**src/rtl/pbfe_pkg.sv**
```systemverilog
// types and constants shared by the protobuf field encoder pipeline
// no dependencies
`default_nettype none

package pbfe_pkg;

	// request kinds carried on s_tuser
	localparam logic [2:0] KIND_VARINT  = 3'd0;
	localparam logic [2:0] KIND_SVARINT = 3'd1;
	localparam logic [2:0] KIND_FIX32   = 3'd2;
	localparam logic [2:0] KIND_FIX64   = 3'd3;
	localparam logic [2:0] KIND_HEADER  = 3'd4;
	localparam logic [2:0] KIND_BYTE    = 3'd5;

	// wire types placed in the low three tag bits
	localparam logic [2:0] WT_VARINT = 3'd0;
	localparam logic [2:0] WT_I64    = 3'd1;
	localparam logic [2:0] WT_LEN    = 3'd2;
	localparam logic [2:0] WT_I32    = 3'd5;

	localparam int TAG_W      = 35;
	localparam int TAG_BYTES  = 5;
	localparam int PAY_BYTES  = 10;
	localparam int GROUP_W    = 7;

	typedef enum logic [1:0] {
		PM_VARINT = 2'd0,
		PM_FIX32  = 2'd1,
		PM_FIX64  = 2'd2,
		PM_BYTE   = 2'd3
	} pay_mode_t;

	// after decode
	typedef struct packed {
		logic [TAG_W-1:0] tag;
		logic [63:0]      pay;
		pay_mode_t        mode;
	} dec_t;

	// after sizing
	typedef struct packed {
		logic [TAG_W-1:0] tag;
		logic [63:0]      pay;
		pay_mode_t        mode;
		logic [2:0]       tag_len;
		logic [3:0]       pay_len;
	} sized_t;

	// formatted wire bytes, lowest byte goes out first
	typedef struct packed {
		logic [8*TAG_BYTES-1:0] tag_bytes;
		logic [8*PAY_BYTES-1:0] pay_bytes;
		logic [2:0]             tag_len;
		logic [3:0]             pay_len;
	} fmt_t;

endpackage

`default_nettype wire

```
**src/rtl/pbfe_decode.sv**
```systemverilog
// stage 1: kind decode, tag build and zigzag mapping
// depends on pbfe_pkg
`default_nettype none

module pbfe_decode import pbfe_pkg::*; (
	input  wire logic        clk,
	input  wire logic        arst_n,
	input  wire logic        in_valid,
	output logic             in_ready,
	input  wire logic [2:0]  kind,
	input  wire logic [31:0] field_number,
	input  wire logic [63:0] value,
	output logic             out_valid,
	input  wire logic        out_ready,
	output dec_t             out_data
);

	logic valid_s1;
	dec_t data_s1;
	dec_t dec;
	logic known;

	assign in_ready  = !valid_s1 || out_ready;
	assign out_valid = valid_s1;
	assign out_data  = data_s1;

	always_comb begin
		dec.pay  = value;
		dec.tag  = {field_number, WT_VARINT};
		dec.mode = PM_VARINT;
		known    = 1'b1;
		case (kind)
			KIND_VARINT: begin
				dec.tag = {field_number, WT_VARINT};
			end
			KIND_SVARINT: begin
				dec.tag = {field_number, WT_VARINT};
				dec.pay = {value[62:0], 1'b0} ^ {64{value[63]}};
			end
			KIND_FIX32: begin
				dec.tag  = {field_number, WT_I32};
				dec.mode = PM_FIX32;
			end
			KIND_FIX64: begin
				dec.tag  = {field_number, WT_I64};
				dec.mode = PM_FIX64;
			end
			KIND_HEADER: begin
				dec.tag = {field_number, WT_LEN};
			end
			KIND_BYTE: begin
				dec.mode = PM_BYTE;
			end
			default: begin
				// unused kinds are swallowed
				known = 1'b0;
			end
		endcase
	end

	always_ff @(posedge clk or negedge arst_n) begin
		if (!arst_n) begin
			valid_s1 <= 1'b0;
		end else if (in_ready) begin
			valid_s1 <= in_valid && known;
		end
	end

	always_ff @(posedge clk) begin
		if (in_ready && in_valid) begin
			data_s1 <= dec;
		end
	end

endmodule

`default_nettype wire

```
**src/rtl/pbfe_size.sv**
```systemverilog
// stage 2: byte counts of the tag and the payload
// depends on pbfe_pkg
`default_nettype none

module pbfe_size import pbfe_pkg::*; (
	input  wire logic clk,
	input  wire logic arst_n,
	input  wire logic in_valid,
	output logic      in_ready,
	input  dec_t      in_data,
	output logic      out_valid,
	input  wire logic out_ready,
	output sized_t    out_data
);

	logic   valid_s2;
	sized_t data_s2;
	sized_t nxt;

	assign in_ready  = !valid_s2 || out_ready;
	assign out_valid = valid_s2;
	assign out_data  = data_s2;

	always_comb begin
		nxt.tag     = in_data.tag;
		nxt.pay     = in_data.pay;
		nxt.mode    = in_data.mode;
		nxt.tag_len = 3'd1;
		nxt.pay_len = 4'd1;
		// highest nonzero 7-bit group sets the varint length
		for (int i = 1; i < TAG_BYTES; i++) begin
			if ((in_data.tag >> (GROUP_W * i)) != '0) begin
				nxt.tag_len = 3'(i + 1);
			end
		end
		for (int i = 1; i < PAY_BYTES; i++) begin
			if ((in_data.pay >> (GROUP_W * i)) != '0) begin
				nxt.pay_len = 4'(i + 1);
			end
		end
		case (in_data.mode)
			PM_VARINT: begin
			end
			PM_FIX32: begin
				nxt.pay_len = 4'd4;
			end
			PM_FIX64: begin
				nxt.pay_len = 4'd8;
			end
			PM_BYTE: begin
				nxt.tag_len = 3'd0;
				nxt.pay_len = 4'd1;
			end
			default: begin
			end
		endcase
	end

	always_ff @(posedge clk or negedge arst_n) begin
		if (!arst_n) begin
			valid_s2 <= 1'b0;
		end else if (in_ready) begin
			valid_s2 <= in_valid;
		end
	end

	always_ff @(posedge clk) begin
		if (in_ready && in_valid) begin
			data_s2 <= nxt;
		end
	end

endmodule

`default_nettype wire

```
**src/rtl/pbfe_format.sv**
```systemverilog
// stage 3: lays out tag and payload wire bytes with continuation bits
// depends on pbfe_pkg
`default_nettype none

module pbfe_format import pbfe_pkg::*; (
	input  wire logic clk,
	input  wire logic arst_n,
	input  wire logic in_valid,
	output logic      in_ready,
	input  sized_t    in_data,
	output logic      out_valid,
	input  wire logic out_ready,
	output fmt_t      out_data
);

	logic                           valid_s3;
	fmt_t                           data_s3;
	fmt_t                           nxt;
	logic [8*TAG_BYTES-1:0]         tag_ext;
	logic [GROUP_W*PAY_BYTES-1:0]   pay_ext;
	logic [8*PAY_BYTES-1:0]         pay_var;

	assign in_ready  = !valid_s3 || out_ready;
	assign out_valid = valid_s3;
	assign out_data  = data_s3;

	always_comb begin
		tag_ext = {5'd0, in_data.tag};
		pay_ext = {6'd0, in_data.pay};
		nxt.tag_len = in_data.tag_len;
		nxt.pay_len = in_data.pay_len;
		for (int i = 0; i < TAG_BYTES; i++) begin
			nxt.tag_bytes[8*i +: 8] = {3'(i + 1) < in_data.tag_len,
				tag_ext[GROUP_W*i +: GROUP_W]};
		end
		for (int i = 0; i < PAY_BYTES; i++) begin
			pay_var[8*i +: 8] = {4'(i + 1) < in_data.pay_len,
				pay_ext[GROUP_W*i +: GROUP_W]};
		end
		// fixed and raw bytes go out little-endian as they are
		if (in_data.mode == PM_VARINT) begin
			nxt.pay_bytes = pay_var;
		end else begin
			nxt.pay_bytes = {16'd0, in_data.pay};
		end
	end

	always_ff @(posedge clk or negedge arst_n) begin
		if (!arst_n) begin
			valid_s3 <= 1'b0;
		end else if (in_ready) begin
			valid_s3 <= in_valid;
		end
	end

	always_ff @(posedge clk) begin
		if (in_ready && in_valid) begin
			data_s3 <= nxt;
		end
	end

endmodule

`default_nettype wire

```
**src/rtl/pbfe_serial.sv**
```systemverilog
// byte serializer: shifts out tag then payload bytes into the output register
// depends on pbfe_pkg
`default_nettype none

module pbfe_serial import pbfe_pkg::*; (
	input  wire logic       clk,
	input  wire logic       arst_n,
	input  wire logic       in_valid,
	output logic            in_ready,
	input  fmt_t            in_data,
	output logic            m_tvalid,
	input  wire logic       m_tready,
	output logic [7:0]      m_tdata,
	output logic            m_tlast
);

	logic                   busy_q;
	logic [8*TAG_BYTES-1:0] tag_q;
	logic [8*PAY_BYTES-1:0] pay_q;
	logic [2:0]             tcnt_q;
	logic [3:0]             pcnt_q;
	logic                   ovalid_q;
	logic [7:0]             obyte_q;
	logic                   olast_q;
	logic                   out_free;
	logic                   emit;
	logic                   emit_last;
	logic                   from_tag;
	logic                   load;

	assign out_free  = !ovalid_q || m_tready;
	assign emit      = busy_q && out_free;
	assign from_tag  = tcnt_q != 3'd0;
	assign emit_last = !from_tag && pcnt_q == 4'd1;
	// next item loads in the cycle the previous one emits its last byte
	assign in_ready  = !busy_q || (emit && emit_last);
	assign load      = in_valid && in_ready;

	assign m_tvalid = ovalid_q;
	assign m_tdata  = obyte_q;
	assign m_tlast  = olast_q;

	always_ff @(posedge clk or negedge arst_n) begin
		if (!arst_n) begin
			busy_q   <= 1'b0;
			ovalid_q <= 1'b0;
		end else begin
			if (load) begin
				busy_q <= 1'b1;
			end else if (emit && emit_last) begin
				busy_q <= 1'b0;
			end
			if (emit) begin
				ovalid_q <= 1'b1;
			end else if (m_tready) begin
				ovalid_q <= 1'b0;
			end
		end
	end

	always_ff @(posedge clk) begin
		if (load) begin
			tag_q  <= in_data.tag_bytes;
			pay_q  <= in_data.pay_bytes;
			tcnt_q <= in_data.tag_len;
			pcnt_q <= in_data.pay_len;
		end else if (emit) begin
			if (from_tag) begin
				tag_q  <= tag_q >> 8;
				tcnt_q <= tcnt_q - 3'd1;
			end else begin
				pay_q  <= pay_q >> 8;
				pcnt_q <= pcnt_q - 4'd1;
			end
		end
		if (emit) begin
			obyte_q <= from_tag ? tag_q[7:0] : pay_q[7:0];
			olast_q <= emit_last;
		end
	end

endmodule

`default_nettype wire

```
**src/rtl/protobuf_field_encoder.sv**
```systemverilog
// protobuf wire-format field encoder, top level
// depends on pbfe_pkg, pbfe_decode, pbfe_size, pbfe_format, pbfe_serial
//
//  channel  | dir | beat contents
//  ---------+-----+-----------------------------------------------
//  s_*      | in  | one field request: kind, field number, value
//  m_*      | out | one wire byte, tlast on the final byte of a request
//
// three register stages (decode, size, format) feed a serializer that sends one
// byte per cycle while m_tready is high; a request has 1 to 15 wire bytes, so
// the output port sets the rate. bytes pass each stage, then the serializer's
// shift and output registers. reset clears only valid and busy flags. a stall
// on m_tready backs up through every stage without dropping or repeating beats.
`default_nettype none

module protobuf_field_encoder import pbfe_pkg::*; (
	input  wire logic        clk,
	input  wire logic        arst_n,
	input  wire logic        s_tvalid,
	output logic             s_tready,
	input  wire logic [95:0] s_tdata,  // field_number[31:0], value[95:32]
	input  wire logic [2:0]  s_tuser,  // kind[2:0]
	output logic             m_tvalid,
	input  wire logic        m_tready,
	output logic [7:0]       m_tdata,  // out_byte[7:0]
	output logic             m_tlast
);

	logic   v1, r1, v2, r2, v3, r3;
	dec_t   d1;
	sized_t d2;
	fmt_t   d3;

	pbfe_decode u_decode (
		.clk          (clk),
		.arst_n       (arst_n),
		.in_valid     (s_tvalid),
		.in_ready     (s_tready),
		.kind         (s_tuser),
		.field_number (s_tdata[31:0]),
		.value        (s_tdata[95:32]),
		.out_valid    (v1),
		.out_ready    (r1),
		.out_data     (d1)
	);

	pbfe_size u_size (
		.clk       (clk),
		.arst_n    (arst_n),
		.in_valid  (v1),
		.in_ready  (r1),
		.in_data   (d1),
		.out_valid (v2),
		.out_ready (r2),
		.out_data  (d2)
	);

	pbfe_format u_format (
		.clk       (clk),
		.arst_n    (arst_n),
		.in_valid  (v2),
		.in_ready  (r2),
		.in_data   (d2),
		.out_valid (v3),
		.out_ready (r3),
		.out_data  (d3)
	);

	pbfe_serial u_serial (
		.clk      (clk),
		.arst_n   (arst_n),
		.in_valid (v3),
		.in_ready (r3),
		.in_data  (d3),
		.m_tvalid (m_tvalid),
		.m_tready (m_tready),
		.m_tdata  (m_tdata),
		.m_tlast  (m_tlast)
	);

endmodule

`default_nettype wire
```
**config.mk**
```make
export PLATFORM = sky130hd
export DESIGN_NAME = protobuf_field_encoder
export DESIGN_NICKNAME = d
export VERILOG_FILES = /design/src/rtl/pbfe_pkg.sv /design/src/rtl/pbfe_decode.sv /design/src/rtl/pbfe_size.sv /design/src/rtl/pbfe_format.sv /design/src/rtl/pbfe_serial.sv /design/src/rtl/protobuf_field_encoder.sv
export SDC_FILE = /design/constraint.sdc
export NUM_CORES = 1
export LEC_CHECK = 0
export BUFFER_PORTS_ARGS = -buffer_cell sky130_fd_sc_hd__buf_2
export CAP_MARGIN = 20
export CORE_ASPECT_RATIO = 1.25
export CORE_MARGIN = 3
export CORE_UTILIZATION = 30
export DETAILED_ROUTE_END_ITERATION = 8
export SYNTH_ARGS = -nofsm -noshare
export SYNTH_HDL_FRONTEND = slang
export SYNTH_SLANG_ARGS = --single-unit
```
**constraint.sdc**
```tcl
create_clock -name clk -period 21.7 [get_ports clk]
set_input_delay 4.34 -clock clk [delete_from_list [all_inputs] [get_ports clk]]
set_output_delay 4.34 -clock clk [all_outputs]
set_load 0.05 [all_outputs]
```
==> out/summary.txt <==
number of flops mapped to enable cells by yosys = 459
largest net degree at the start of global routing = 102
# hold bufs at CTS = 0
Final Hold Viols = 0
WP data arrival = 5.47 ns
CP startpoint = m_tready
post-CTS sizing = 0
final setup violation count = 0
pre-CTS setup slack = 11.88 ns
Synth Register Bits = 464
first-pass GRT wire length = 52,500 um
min-delay worst type = reg2reg
Avg Cell Area, Syn = 14.7 um2
pins over their slew limit = 0
period utilization = 0.452
RSZ-0062 raised after global routing = no
Antenna Cells = 0
clock share of power = 0.417
Max-Cap Viols = 0
Die Span X = 226 um
PwrDens = 89.2 nW/um2
FF/Latch Area = 13,900 um2
Layout Cells excl Fill = 2,153
VDD IR-drop max = 0.0000679 V
startpoint types = primary input
Initial Util = 0.304
clock latency on the worst-skew pair = 0.57 ns
Crit. End Element = output pin
routability cong. = 0.746
Least-Margin Pin Slew = 1.08 ns
Setup CP Type = in2out
CTS root buffer = clkbuf_16
DRC viols = 0
Net Sw Power = 384 uW
synthesized area = 18,100 um2
hpwl dp = 22,200 um
Core Region = 59,700 um2
Detailed Route WL = 34,000 um
Comb pwr share = 0.042
WHS = 0.416 ns
die area = 63,500 um2
ordered cell list for the critical path = buf_2 > nand2b_1 > a41oi_4 > nand4_1 > buf_2
fraction of registers with async set/reset = 0.0108
Distinct cells, synth = 48
Internal = 1490 uW
setup ws final = 11.89 ns
initial antenna violation count = 0
FF-to-FF setup slack = 18.22 ns
leakage power = 0.00727 uW
CTS tree = built
Final min period = 9.81 ns
number of iterations in the first detailed-routing pass = 5
# fillers = 5,694
GRT overflow = 0
CTS buffer count = 47
final setup TNS = 0 ns
row count = 100
clock transition at the registers of the reported paths = 0.06 ns
synthesis warning total = 0
Post-CTS Setup Bufs = 0
GRT Total Usage = 0.107
most common flop cell mapped by yosys = edfxtp_1
commonest non-fill, non-tap cells in the layout = edfxtp_1, nand2_1, buf_2, nor2_1, a21oi_1
CP required = 17.36 ns
post-route ant nets = 0
share of cells above drive strength 1 = 0.193
Relative slew margins = 0.282
CP endpoint = s_tready
multi-input logic area = 3970 um2
H-tree levels = 2
reg2reg end = u_serial.pay_q[69]$_SDFFCE_PN0P_
Syn Inst Count = 1,236
detailed-route via count = 9,441
r2r worst-path depth = 7
# port buffers = 113
First DRT Iteration DRCs = 488
vias in the first global route = 9,634
Reg power frac = 0.541
most common cell after layout, fill and taps aside = edfxtp_1
CP max FO = 7
clock skew = 0.0192 ns
Syn Nets = 1,343
most used cell, CP = buf_2
Net Sw Frac = 0.205
Seq/Total Area, Yosys = 0.767
CTS Sinks = 464
Die Y = 281 um
Via density = 4.39
achievable clock frequency = 102 MHz
Slowest cell on crit path = a41oi_4
I/O pins = 114
Clock Tree Buf Depth = 3
reg-to-reg startpoint = u_serial.tcnt_q[0]$_DFFE_PP_
area grow syn2layout = 15.8%
slowest stage delay, CP = 0.35 ns
placed cells = 2,071
wire length per cell = 15.8 um
status = completed
Nets = 1,462
flip-flops by register name, summed over array words and instances, names as in the netlist, 3 cells and up:
signal and flops:
u_serial.tcnt_q 3, u_serial.pcnt_q 4, u_serial.tag_q 40, u_serial.m_tdata 8, u_serial.pay_q 74, u_size.out_data 108, u_decode.out_data 101, u_format.out_data 120
critical path, delay by kind of cell:
| family | cells | cell delay [ns] |
|---|---|---|
| AOI/OAI and AO/OA | 1 | 0.35 |
| and+or+nand+nor | 2 | 0.41 |
| buffers and inverters | 2 | 0.36 |
how the worst min path moves through the flow:
stage	endpoint	slack (ns)	cells past startpoint	startpoint
2_1_floorplan	u_format.out_data[100]$_DFFE_PP_	0.40	0	u_size.out_data[85]$_DFFE_PP_
3_3_place_gp	u_format.out_data[88]$_DFFE_PP_	0.40	0	u_size.out_data[74]$_DFFE_PP_
3_5_place_dp	u_format.out_data[116]$_DFFE_PP_	0.40	0	u_size.out_data[99]$_DFFE_PP_
4_1_cts	u_format.out_data[112]$_DFFE_PP_	0.41	0	u_size.out_data[95]$_DFFE_PP_
5_1_grt	u_format.out_data[112]$_DFFE_PP_	0.42	0	u_size.out_data[95]$_DFFE_PP_
6_report	u_format.out_data[116]$_DFFE_PP_	0.42	0	u_size.out_data[99]$_DFFE_PP_
layer usage:
metal  global-route usage  up-vias  share of wire
li1                     -     4647              -
met1                0.121     4599           0.40
met2                0.200      143           0.54
met3               0.0165       52          0.034
met4               0.0408        0          0.026
met5                    0        -              0
area by class of cell:
type,instances,share of cell area
well taps,765,0.0456
multi-input cells,708,0.189
inverters,9,0.00161
flip-flops and latches,464,0.662
clock buffers,59,0.0592
clock inverters,23,0.0111
repair buffers,125,0.0312
synthesized netlist by cell type (2+ instances only):
cell type	count	area, um2
buf_4	3	22.5
a21boi_0	2	15.0
dfrtp_1	5	125
o21ai_0	6	30.0
a21oi_1	75	375
o21a_1	3	22.5
nor4_4	2	42.5
xnor2_1	66	578
or2_2	3	18.8
inv_1	9	33.8
nor4_1	10	62.6
mux2_2	58	653
edfxtp_1	459	13800
buf_2	39	195
nor4_2	2	25.0
clkbuf_1	9	33.8
nor2b_1	2	12.5
buf_6	2	22.5
nand4b_1	2	17.5
nor2_1	91	342
and2_1	28	175
buf_1	2	7.51
nand2b_1	5	31.3
ha_1	4	50.1
a21o_1	3	22.5
nand4_1	5	31.3
nor3_1	11	55.1
nand2_1	310	1160
power groups by stage:
stage	Sequential [uW]	Clock (uW)	Combinational, uW
detailed placement	1030	0	80.1
floorplan	1040	0	47.3
finish	1010	781	78.6
global route	1020	840	88.7
global placement	1030	0	78.1
CTS	1010	806	80.5
through the flow:
step	utilization	total power (uW)	cell area [um2]
after floorplan	-	1080	18100
after global placement	0.327	1110	19500
after detailed placement	0.327	1110	19500
after CTS	0.352	1900	21000
after global routing	0.352	1940	21000
final	0.352	1870	21000
cells by family (layout without fill, tap and decap cells):
kind of cell,Yosys count,in the layout,synth area share
simple gates,480,480,0.113
flops,464,464,0.767
compound gates,99,99,0.0315
xor+xnor,66,66,0.0319
buf+inv,64,216,0.0174
mux,59,59,0.0366
fa+ha+maj,4,4,0.00276
(Power assumes the default switching activity.)
